===== config.mk =====
export PLATFORM = sky130hd
export DESIGN_NAME = binary_weight_dot_product
export DESIGN_NICKNAME = d
export VERILOG_FILES = /design/src/rtl/bwdp_pkg.sv /design/src/rtl/bwdp_lane.sv /design/src/rtl/bwdp_merge.sv /design/src/rtl/bwdp_scale.sv /design/src/rtl/bwdp_outq.sv /design/src/rtl/binary_weight_dot_product.sv
export SDC_FILE = /design/constraint.sdc
export NUM_CORES = 2
export LEC_CHECK = 0
export BUFFER_PORTS_ARGS = -buffer_cell sky130_fd_sc_hd__buf_2
export CORE_UTILIZATION = 25
export CTS_CLUSTER_DIAMETER = 50
export CTS_CLUSTER_SIZE = 30
export DETAILED_ROUTE_END_ITERATION = 8
export PLACE_DENSITY_LB_ADDON = 0.25
export SYNTH_ARGS = -nofsm -noshare
export SYNTH_HDL_FRONTEND = slang
export SYNTH_SLANG_ARGS = --single-unit

===== constraint.sdc =====
create_clock -name clk -period 25.6 [get_ports clk]
set_input_delay 2.56 -clock clk [delete_from_list [all_inputs] [get_ports clk]]
set_output_delay 2.56 -clock clk [all_outputs]
set_load 0.05 [all_outputs]

===== src/rtl/bwdp_pkg.sv =====
// ----------------------------------------------------------------------------
// bwdp_pkg
// Shared types and constants of the binary weight dot product block.
// ----------------------------------------------------------------------------
package bwdp_pkg;

  // lanes per beat and element widths
  localparam int LANES      = 8;
  localparam int LANE_IDX_W = $clog2(LANES);
  localparam int ACT_W      = 16;
  localparam int LSUM_W     = ACT_W + LANE_IDX_W;
  localparam int SUM_W      = 32;
  localparam int SCALE_W    = 16;
  localparam int SCALE_FRAC = 12;
  localparam int PROD_W     = SUM_W + SCALE_W + 1;

  // row geometry
  localparam int VLEN_W        = 16;
  localparam int MAX_ROW_BYTES = 8192;
  localparam int BPOS_W        = $clog2(MAX_ROW_BYTES);
  localparam int ROWB_W        = BPOS_W + 1;

  localparam logic [VLEN_W-1:0] VLEN_RESET = VLEN_W'(64);

  // configuration port
  localparam int CFG_ADDR_W  = 3;
  localparam int CFG_DATA_W  = 32;
  localparam logic REG_VECTOR_LENGTH = 1'b0;

  // result queue depth
  localparam int OUTQ_DEPTH = 8;

  // control that travels with a beat down the pipeline
  typedef struct packed {
    logic valid;
    logic last;
  } pipe_ctl_t;

endpackage


===== src/rtl/bwdp_lane.sv =====
// ----------------------------------------------------------------------------
// bwdp_lane
// One lane: masks its activation by weight bit and row length, registered.
// ----------------------------------------------------------------------------
module bwdp_lane import bwdp_pkg::*; (
  input  logic                    clk,
  input  logic                    load,
  input  logic                    weight_bit,
  input  logic signed [ACT_W-1:0] act,
  input  logic [VLEN_W-1:0]       elem_idx,
  input  logic [VLEN_W-1:0]       vector_length,
  output logic signed [ACT_W-1:0] lane_act
);

  logic lane_on;

  // element counts only when its weight is set and it lies inside the row
  assign lane_on = weight_bit && (elem_idx < vector_length);

  always_ff @(posedge clk) begin
    if (load) begin
      lane_act <= lane_on ? act : '0;
    end
  end

endmodule


===== src/rtl/bwdp_merge.sv =====
// ----------------------------------------------------------------------------
// bwdp_merge
// Adds the lane values of a beat and accumulates the row sum; emits the
// final row sum and scale on the last beat of a row.
// ----------------------------------------------------------------------------
module bwdp_merge import bwdp_pkg::*; (
  input  logic                    clk,
  input  logic                    rst,
  input  pipe_ctl_t               in_ctl,
  input  logic signed [ACT_W-1:0] lane_act [LANES],
  input  logic [SCALE_W-1:0]      in_scale,
  output pipe_ctl_t               out_ctl,
  output logic signed [SUM_W-1:0] out_total,
  output logic [SCALE_W-1:0]      out_scale
);

  localparam logic signed [SUM_W:0] SUM_MAX = $signed({2'b00, {(SUM_W-1){1'b1}}});
  localparam logic signed [SUM_W:0] SUM_MIN = $signed({2'b11, {(SUM_W-1){1'b0}}});

  logic signed [ACT_W:0]    pair_sum [LANES/2];
  logic signed [ACT_W+1:0]  quad_sum [LANES/4];
  logic signed [LSUM_W-1:0] beat_sum;

  pipe_ctl_t                s2_ctl;
  logic signed [LSUM_W-1:0] s2_sum;
  logic [SCALE_W-1:0]       s2_scale;

  logic signed [SUM_W-1:0]  row_sum;
  logic signed [SUM_W:0]    acc_wide;
  logic signed [SUM_W-1:0]  acc_sat;

  // adder tree over the lanes
  always_comb begin
    for (int i = 0; i < LANES/2; i++) begin
      pair_sum[i] = (ACT_W+1)'(lane_act[2*i]) + (ACT_W+1)'(lane_act[2*i+1]);
    end
    for (int i = 0; i < LANES/4; i++) begin
      quad_sum[i] = (ACT_W+2)'(pair_sum[2*i]) + (ACT_W+2)'(pair_sum[2*i+1]);
    end
    beat_sum = LSUM_W'(quad_sum[0]) + LSUM_W'(quad_sum[1]);
  end

  // tree stage register
  always_ff @(posedge clk) begin
    if (rst) begin
      s2_ctl <= '0;
    end else begin
      s2_ctl <= in_ctl;
    end
    s2_sum   <= beat_sum;
    s2_scale <= in_scale;
  end

  // saturating accumulate
  always_comb begin
    acc_wide = (SUM_W+1)'(row_sum) + (SUM_W+1)'(s2_sum);
    if (acc_wide > SUM_MAX) begin
      acc_sat = SUM_MAX[SUM_W-1:0];
    end else if (acc_wide < SUM_MIN) begin
      acc_sat = SUM_MIN[SUM_W-1:0];
    end else begin
      acc_sat = acc_wide[SUM_W-1:0];
    end
  end

  // row accumulator, cleared after the last beat of a row
  always_ff @(posedge clk) begin
    if (rst) begin
      row_sum <= '0;
      out_ctl <= '0;
    end else begin
      out_ctl.valid <= s2_ctl.valid && s2_ctl.last;
      out_ctl.last  <= s2_ctl.last;
      if (s2_ctl.valid) begin
        row_sum <= s2_ctl.last ? '0 : acc_sat;
      end
    end
    out_total <= acc_sat;
    out_scale <= s2_scale;
  end

endmodule


===== src/rtl/bwdp_scale.sv =====
// ----------------------------------------------------------------------------
// bwdp_scale
// Multiplies the row sum by the row scale, rounds to Q.8 and saturates.
// ----------------------------------------------------------------------------
module bwdp_scale import bwdp_pkg::*; (
  input  logic                    clk,
  input  logic                    rst,
  input  pipe_ctl_t               in_ctl,
  input  logic signed [SUM_W-1:0] in_total,
  input  logic [SCALE_W-1:0]      in_scale,
  output logic                    res_valid,
  output logic signed [SUM_W-1:0] res_value
);

  localparam int SHR_W = PROD_W - SCALE_FRAC;
  localparam logic signed [SHR_W-1:0] RES_MAX =
    $signed({{(SHR_W-SUM_W+1){1'b0}}, {(SUM_W-1){1'b1}}});
  localparam logic signed [SHR_W-1:0] RES_MIN =
    $signed({{(SHR_W-SUM_W+1){1'b1}}, {(SUM_W-1){1'b0}}});
  localparam logic signed [PROD_W-1:0] ROUND_HALF = PROD_W'(2**(SCALE_FRAC-1));

  logic                     prod_valid;
  logic signed [PROD_W-1:0] prod;
  logic signed [PROD_W-1:0] prod_rnd;
  logic signed [SHR_W-1:0]  shifted;
  logic signed [SUM_W-1:0]  res_sat;

  // product stage
  always_ff @(posedge clk) begin
    if (rst) begin
      prod_valid <= 1'b0;
    end else begin
      prod_valid <= in_ctl.valid;
    end
    prod <= PROD_W'(in_total * $signed({1'b0, in_scale}));
  end

  // round half up, floor shift, clamp
  always_comb begin
    prod_rnd = prod + ROUND_HALF;
    shifted  = SHR_W'(prod_rnd >>> SCALE_FRAC);
    if (shifted > RES_MAX) begin
      res_sat = RES_MAX[SUM_W-1:0];
    end else if (shifted < RES_MIN) begin
      res_sat = RES_MIN[SUM_W-1:0];
    end else begin
      res_sat = shifted[SUM_W-1:0];
    end
  end

  always_ff @(posedge clk) begin
    if (rst) begin
      res_valid <= 1'b0;
    end else begin
      res_valid <= prod_valid;
    end
    res_value <= res_sat;
  end

endmodule


===== src/rtl/bwdp_outq.sv =====
// ----------------------------------------------------------------------------
// bwdp_outq
// Result queue; holds finished dot values until the consumer takes them.
// ----------------------------------------------------------------------------
module bwdp_outq import bwdp_pkg::*; #(
  parameter int DEPTH = OUTQ_DEPTH
) (
  input  logic                    clk,
  input  logic                    rst,
  input  logic                    push,
  input  logic signed [SUM_W-1:0] push_value,
  output logic                    dot_valid,
  input  logic                    dot_stall,
  output logic signed [SUM_W-1:0] dot_value
);

  localparam int PTR_W = $clog2(DEPTH);
  localparam int CNT_W = $clog2(DEPTH + 1);
  localparam logic [PTR_W-1:0] LAST_PTR = PTR_W'(DEPTH - 1);

  logic signed [SUM_W-1:0] entry [DEPTH];
  logic [PTR_W-1:0]        wr_ptr;
  logic [PTR_W-1:0]        rd_ptr;
  logic [CNT_W-1:0]        count;
  logic                    pop;

  assign pop       = dot_valid && !dot_stall;
  assign dot_valid = (count != '0);
  assign dot_value = entry[rd_ptr];

  // storage
  always_ff @(posedge clk) begin
    if (push) begin
      entry[wr_ptr] <= push_value;
    end
  end

  // pointers and fill count
  always_ff @(posedge clk) begin
    if (rst) begin
      wr_ptr <= '0;
      rd_ptr <= '0;
      count  <= '0;
    end else begin
      if (push) begin
        wr_ptr <= (wr_ptr == LAST_PTR) ? '0 : wr_ptr + 1'b1;
      end
      if (pop) begin
        rd_ptr <= (rd_ptr == LAST_PTR) ? '0 : rd_ptr + 1'b1;
      end
      count <= count + CNT_W'(push) - CNT_W'(pop);
    end
  end

endmodule


===== src/rtl/binary_weight_dot_product.sv =====
// ----------------------------------------------------------------------------
// binary_weight_dot_product
// Streaming dot product of packed binary weights with Q8.8 activations,
// scaled per row and saturated to a signed Q.8 result.
// ----------------------------------------------------------------------------
// One beat per clock is taken while item_stall is low: eight lanes mask and
// select their activations in parallel, an adder tree merges them and one
// accumulator keeps the row sum. A row result then goes through the scale
// stage and the output queue to dot_valid. Up to QUEUE_DEPTH results may be
// outstanding (in the pipeline or waiting in the output queue); item_stall
// rises only when that many have not yet been taken. vector_length sets the
// row length in elements; a value of zero makes every beat a one-byte row
// with result 0, and a new length applies from the next beat on.
// ----------------------------------------------------------------------------
module binary_weight_dot_product import bwdp_pkg::*; #(
  parameter int QUEUE_DEPTH = OUTQ_DEPTH
) (
  input  logic                         clk,
  input  logic                         rst,
  // configuration
  input  logic                         psel,
  input  logic                         penable,
  input  logic                         pwrite,
  input  logic [CFG_ADDR_W-1:0]        paddr,
  input  logic [CFG_DATA_W-1:0]        pwdata,
  output logic [CFG_DATA_W-1:0]        prdata,
  output logic                         pready,
  // input beats
  input  logic                         item_valid,
  output logic                         item_stall,
  input  logic [LANES-1:0]             weight_bits,
  input  logic signed [ACT_W-1:0]      act_lane0,
  input  logic signed [ACT_W-1:0]      act_lane1,
  input  logic signed [ACT_W-1:0]      act_lane2,
  input  logic signed [ACT_W-1:0]      act_lane3,
  input  logic signed [ACT_W-1:0]      act_lane4,
  input  logic signed [ACT_W-1:0]      act_lane5,
  input  logic signed [ACT_W-1:0]      act_lane6,
  input  logic signed [ACT_W-1:0]      act_lane7,
  input  logic [SCALE_W-1:0]           row_scale,
  // results
  output logic                         dot_valid,
  input  logic                         dot_stall,
  output logic signed [SUM_W-1:0]      dot_value
);

  localparam int OCC_W = $clog2(QUEUE_DEPTH + 1);

  logic [VLEN_W-1:0]       vector_length;
  logic                    cfg_wr;

  logic                    accept;
  logic [BPOS_W-1:0]       byte_position;
  logic [VLEN_W:0]         vlen_plus;
  logic [ROWB_W-1:0]       row_bytes;
  logic                    row_end;
  logic [VLEN_W-1:0]       base_idx;

  logic signed [ACT_W-1:0] act_in   [LANES];
  logic signed [ACT_W-1:0] lane_act [LANES];

  pipe_ctl_t               s1_ctl;
  logic [SCALE_W-1:0]      s1_scale;
  pipe_ctl_t               row_ctl;
  logic signed [SUM_W-1:0] row_total;
  logic [SCALE_W-1:0]      row_scl;
  logic                    res_valid;
  logic signed [SUM_W-1:0] res_value;

  logic [OCC_W-1:0]        occ;
  logic                    reserve;
  logic                    pop;

  // configuration register
  assign pready = 1'b1;
  assign cfg_wr = psel && penable && pwrite && pready;

  always_ff @(posedge clk) begin
    if (rst) begin
      vector_length <= VLEN_RESET;
    end else if (cfg_wr && (paddr[CFG_ADDR_W-1] == REG_VECTOR_LENGTH)) begin
      vector_length <= pwdata[VLEN_W-1:0];
    end
  end

  always_comb begin
    if (paddr[CFG_ADDR_W-1] == REG_VECTOR_LENGTH) begin
      prdata = CFG_DATA_W'(vector_length);
    end else begin
      prdata = '0;
    end
  end

  // input handshake, stalled only while all result slots are taken
  assign accept     = item_valid && !item_stall;
  assign item_stall = (occ == OCC_W'(QUEUE_DEPTH));

  // row geometry: bytes per row, at least one
  always_comb begin
    vlen_plus = {1'b0, vector_length} + (VLEN_W+1)'(LANES - 1);
    row_bytes = vlen_plus[VLEN_W:LANE_IDX_W];
    if (row_bytes == '0) begin
      row_bytes = ROWB_W'(1);
    end
  end

  assign row_end  = (ROWB_W'(byte_position) + ROWB_W'(1)) >= row_bytes;
  assign base_idx = {byte_position, LANE_IDX_W'(0)};

  // byte position within the row
  always_ff @(posedge clk) begin
    if (rst) begin
      byte_position <= '0;
    end else if (accept) begin
      byte_position <= row_end ? '0 : byte_position + 1'b1;
    end
  end

  // lane activations
  assign act_in[0] = act_lane0;
  assign act_in[1] = act_lane1;
  assign act_in[2] = act_lane2;
  assign act_in[3] = act_lane3;
  assign act_in[4] = act_lane4;
  assign act_in[5] = act_lane5;
  assign act_in[6] = act_lane6;
  assign act_in[7] = act_lane7;

  for (genvar n = 0; n < LANES; n++) begin : g_lane
    bwdp_lane u_lane (
      .clk           (clk),
      .load          (accept),
      .weight_bit    (weight_bits[n]),
      .act           (act_in[n]),
      .elem_idx      (base_idx + VLEN_W'(n)),
      .vector_length (vector_length),
      .lane_act      (lane_act[n])
    );
  end

  // control and scale beside the lane registers
  always_ff @(posedge clk) begin
    if (rst) begin
      s1_ctl <= '0;
    end else begin
      s1_ctl.valid <= accept;
      s1_ctl.last  <= row_end;
    end
    if (accept) begin
      s1_scale <= row_scale;
    end
  end

  bwdp_merge u_merge (
    .clk       (clk),
    .rst       (rst),
    .in_ctl    (s1_ctl),
    .lane_act  (lane_act),
    .in_scale  (s1_scale),
    .out_ctl   (row_ctl),
    .out_total (row_total),
    .out_scale (row_scl)
  );

  bwdp_scale u_scale (
    .clk       (clk),
    .rst       (rst),
    .in_ctl    (row_ctl),
    .in_total  (row_total),
    .in_scale  (row_scl),
    .res_valid (res_valid),
    .res_value (res_value)
  );

  bwdp_outq #(
    .DEPTH (QUEUE_DEPTH)
  ) u_outq (
    .clk        (clk),
    .rst        (rst),
    .push       (res_valid),
    .push_value (res_value),
    .dot_valid  (dot_valid),
    .dot_stall  (dot_stall),
    .dot_value  (dot_value)
  );

  // outstanding results: reserved at the row's last beat, freed when taken
  assign reserve = accept && row_end;
  assign pop     = dot_valid && !dot_stall;

  always_ff @(posedge clk) begin
    if (rst) begin
      occ <= '0;
    end else begin
      occ <= occ + OCC_W'(reserve) - OCC_W'(pop);
    end
  end

`ifndef SYNTHESIS
  a_occ_bound: assert property (@(posedge clk) disable iff (rst)
    occ <= OCC_W'(QUEUE_DEPTH))
    else $error("result slot count above queue depth");

  a_row_restart: assert property (@(posedge clk) disable iff (rst)
    accept && row_end |=> byte_position == '0)
    else $error("byte position not cleared after row end");

  a_row_advance: assert property (@(posedge clk) disable iff (rst)
    accept && !row_end |=> byte_position == BPOS_W'($past(byte_position) + 1'b1))
    else $error("byte position did not advance");

  a_result_credit: assert property (@(posedge clk) disable iff (rst)
    res_valid |-> occ != '0)
    else $error("result produced without a reserved slot");
`endif

endmodule


==> Flow_metrics.wiki <==
{| class="wikitable"
! Metric !! Value
|-
| Run status || finished clean
|-
| Xor/xnor share of the synthesized area || 2.67%
|-
| Area share of and/or/nand/nor cells after synthesis || 11.8%
|-
| Area of the multi-input gates || 25,600 µm²
|-
| Worst-skew pair later-pin latency || 680 ps
|-
| Final number of hold-violating endpoints || 0
|-
| Wire length of the first global-routing pass || 177,000 µm
|-
| Final design area excluding fillers || 52,100 µm²
|-
| Vias in the first global route || 30,383
|-
| Synthesized area per cell || 11.4 µm²
|-
| Overall fraction of global-route tracks in use || 12.4%
|-
| Die height || 429 µm
|-
| Setup slack on the worst flop-to-flop path || 18,230 ps
|-
| WL final || 112,000 µm
|-
| Clock tree from TritonCTS || built
|-
| Main combinational cell family by area after synthesis || adder cells
|-
| Critical Path Start Type || flip-flop
|-
| Share of the cycle needed by the critical path after routing || 28.8%
|-
| Number of rows created at floorplan || 156
|-
| CP Capture Type || flip-flop
|-
| Fill cell count || 18,683
|-
| Total clock buffers created by CTS || 75
|-
| Compound-cell area share of the yosys netlist || 5.31%
|-
| Critical setup path kind || reg2reg
|-
| Hold buffers post-CTS || 0
|-
| Multiplexer share of the synthesized area || 4.29%
|-
| Initial antenna violation count || 4
|-
| Number of port buffers || 225
|-
| Final nets || 5,188
|-
| Commonest register cell after synthesis || sky130_fd_sc_hd__edfxtp_1
|-
| Post-synth ARST share || 0%
|-
| Adder-cell area share of the yosys netlist || 31.6%
|-
| Initial standard-cell utilization of the core || 25.2%
|-
| Clock slew at the register clock pins of the worst setup and hold paths || 60 ps
|-
| Post-detailed-route wirelength per cell || 16.9 µm
|-
| Via count || 28,061
|-
| H-tree level count || 3
|-
| Total of flip-flops plus latches after synthesis || 638
|-
| Total Die Area || 184,000 µm²
|-
| Data required time of the critical path || 26,200 ps
|-
| Detailed Place HPWL || 79,700 µm
|-
| Maximum fanout encountered on the critical timing path || 32
|-
| Number of flops mapped to enable cells by yosys || 400
|-
| Minimum clock period after layout || 7370 ps
|-
| Worst Max-Slew Pin Slew || 1350 ps
|-
| Signed area change from the synthesized netlist to the final layout || 14.1%
|-
| Buffer type at the clock tree root || sky130_fd_sc_hd__clkbuf_16
|-
| Detailed-route vias per instance || 4.23
|-
| Warnings, synthesis || 0
|-
| Worst slew margin || 9.89%
|-
| GRT Residual Overflow || 0
|-
| Number of resized instances in the post-cts repair step || 0
|-
| Footprint of the flip-flops and latches || 16,800 µm²
|-
| Maximum clock insertion buffer count || 3
|-
| Sequential element share of the synthesized area || 36.8%
|-
| Fraction of final layout cells sized beyond drive strength 1 || 12.7%
|-
| DRC || 0
|-
| Maximum number of pins on one net before global-route repair || 144
|-
| Die W || 429 µm
|-
| Max capacitance violation total || 0
|-
| Slew Viols, Final || 0
|-
| Maximum achievable frequency || 136 MHz
|-
| Pre-antenna DRT Iters || 5
|-
| Top Ports || 261
|-
| Routability congestion estimate || 0.788
|-
| Final-layout setup total negative slack || 0 ps
|-
| Setup violators final || 0
|-
| Commonest cells after routing, fill and taps aside || sky130_fd_sc_hd__inv_1, sky130_fd_sc_hd__fa_1, sky130_fd_sc_hd__edfxtp_1
|-
| Number of sinks handled by clock tree synthesis || 638
|-
| Number of DRC markers in iteration 0 || 1,379
|-
| Class of the tightest hold or removal check || reg2reg
|-
| Buffers inserted by post-CTS timing repair || 0
|-
| Commonest non-fill, non-tap cell in the layout || sky130_fd_sc_hd__inv_1
|-
| Netlist Area Pre-Place || 45,600 µm²
|-
| Data arrival time of the critical path || 7970 ps
|-
| Post-Route Skew || 48.7 ps
|-
| Antenna Nets Post-Route || 0
|-
| Cells after synthesis || 4,017
|-
| Cell area after placement || 49,400 µm²
|-
| Unrepaired setup endpoints after global routing || false
|-
| Utilization of the core after routing || 28.8%
|-
| Synth cell types || 82
|-
| Core Region || 181,000 µm²
|}
==> cell families after synthesis <==
kind of cell    after synthesis
buf+inv                     883
compound gates              367
fa+ha+maj                   801
mux                         111
simple gates               1076
other cells                   2
xor+xnor                    139
flops                       638
==> sequential cells by signal, summed over array words and instances, names as in the netlist, named ones only <==
name / count
byte_position: 13
g_lane.u_lane.lane_act: 128
occ: 4
s1_ctl: 2
s1_scale: 16
u_merge.out_ctl: 1
u_merge.out_scale: 16
u_merge.out_total: 32
u_merge.row_sum: 32
u_merge.s2_ctl: 2
u_merge.s2_scale: 16
u_merge.s2_sum: 19
u_outq.count: 4
u_outq.entry: 256
u_outq.rd_ptr: 3
u_outq.wr_ptr: 3
u_scale.prod: 38
u_scale.prod_valid: 1
u_scale.res_valid: 1
u_scale.res_value: 32
vector_length: 16
==> metrics by stage <==
step                worst slack [ps]  std cells  hold slack [ps]
CTS                            18070       6627              326
global placement               18190       6488              311
detailed placement             18140       6488              312
finish                         18230       6628              325
global route                   17630       6627              332
floorplan                      15110       4032              310
==> per-layer routing <==
metal | global-route usage (%) | wire length (µm) | vias up
met5 | 0 | 0 | -
met4 | 3.01 | 2030 | 0
met3 | 1.90 | 4820 | 128
met2 | 20.4 | 52400 | 585
met1 | 17.0 | 52700 | 14170
li1 | - | - | 13178
==> worst max-delay path, cell delays in order (launching register included) <==
cell and delay, ps:
sky130_fd_sc_hd__dfxtp_2 990, sky130_fd_sc_hd__nand2_1 300, sky130_fd_sc_hd__fa_1 760, sky130_fd_sc_hd__inv_1 140
sky130_fd_sc_hd__fa_1 950, sky130_fd_sc_hd__fa_1 530, sky130_fd_sc_hd__fa_1 470, sky130_fd_sc_hd__fa_1 540
sky130_fd_sc_hd__inv_1 50, sky130_fd_sc_hd__fa_1 520, sky130_fd_sc_hd__inv_1 40, sky130_fd_sc_hd__ha_1 340
sky130_fd_sc_hd__a21o_1 200, sky130_fd_sc_hd__a21oi_1 150, sky130_fd_sc_hd__nor2b_1 60, sky130_fd_sc_hd__o21ai_0 170
sky130_fd_sc_hd__nand2b_1 70, sky130_fd_sc_hd__a21oi_1 180, sky130_fd_sc_hd__nor2b_1 60, sky130_fd_sc_hd__a31o_2 240
sky130_fd_sc_hd__or4_1 390, sky130_fd_sc_hd__nand4_1 80
==> final cells by class <==
type	instances	area share, %
multi-input combinational	2511	49.2
clock buffer	87	3.83
antenna	1	0.00481
timing repair buffer	251	2.56
inverter	718	5.18
clock inverter	52	1.22
tap	2370	5.70
sequential	638	32.3
==> path summary, 6_finish.rpt <==
kind | startpoint | end | depth (start not counted)
worst max-delay path | u_merge.out_scale[2]$_DFF_P_ | u_scale.prod[47]$_DFF_P_ | 21
worst min-delay path | u_merge.s2_scale[3]$_DFF_P_ | u_merge.out_scale[3]$_DFF_P_ | 0
worst max register to register | u_merge.out_scale[2]$_DFF_P_ | u_scale.prod[47]$_DFF_P_ | 21
worst min register to register | u_merge.s2_scale[3]$_DFF_P_ | u_merge.out_scale[3]$_DFF_P_ | 0
==> cell usage after synthesis (all sizes together), types with 4 or more instances <==
master   number  area (µm²)
ha          210        2630
xor2         53         464
o2111ai       4        35.0
and2        354        2220
nor3         19         100
a32o          8        80.1
o21a         11        83.8
nor2        124         465
inv         718        2700
fa          589       11800
nor2b        22         138
a21boi        5        37.5
and3         40         250
nand2       396        1490
a211o         5        45.0
nand3        44         220
nand4        26         163
and4          7        61.3
clkbuf      128         480
mux4         64        1440
mux2         35         394
buf          37         224
nor4          4        25.0
nor3b         8        60.1
nand2b       18         113
a21oi        98         494
xnor2        86         753
a211oi        8        65.1
a31oi        15         124
o21bai        6        45.0
a22o          4        35.0
dfxtp       238        4760
a21o         60         450
o21ai       103         519
edfxtp      400       12000
mux2i        12         124
o211ai        5        42.5
Power is not shown: default switching activity piles up to over one toggle a cycle in this logic, so the estimate is an artifact.
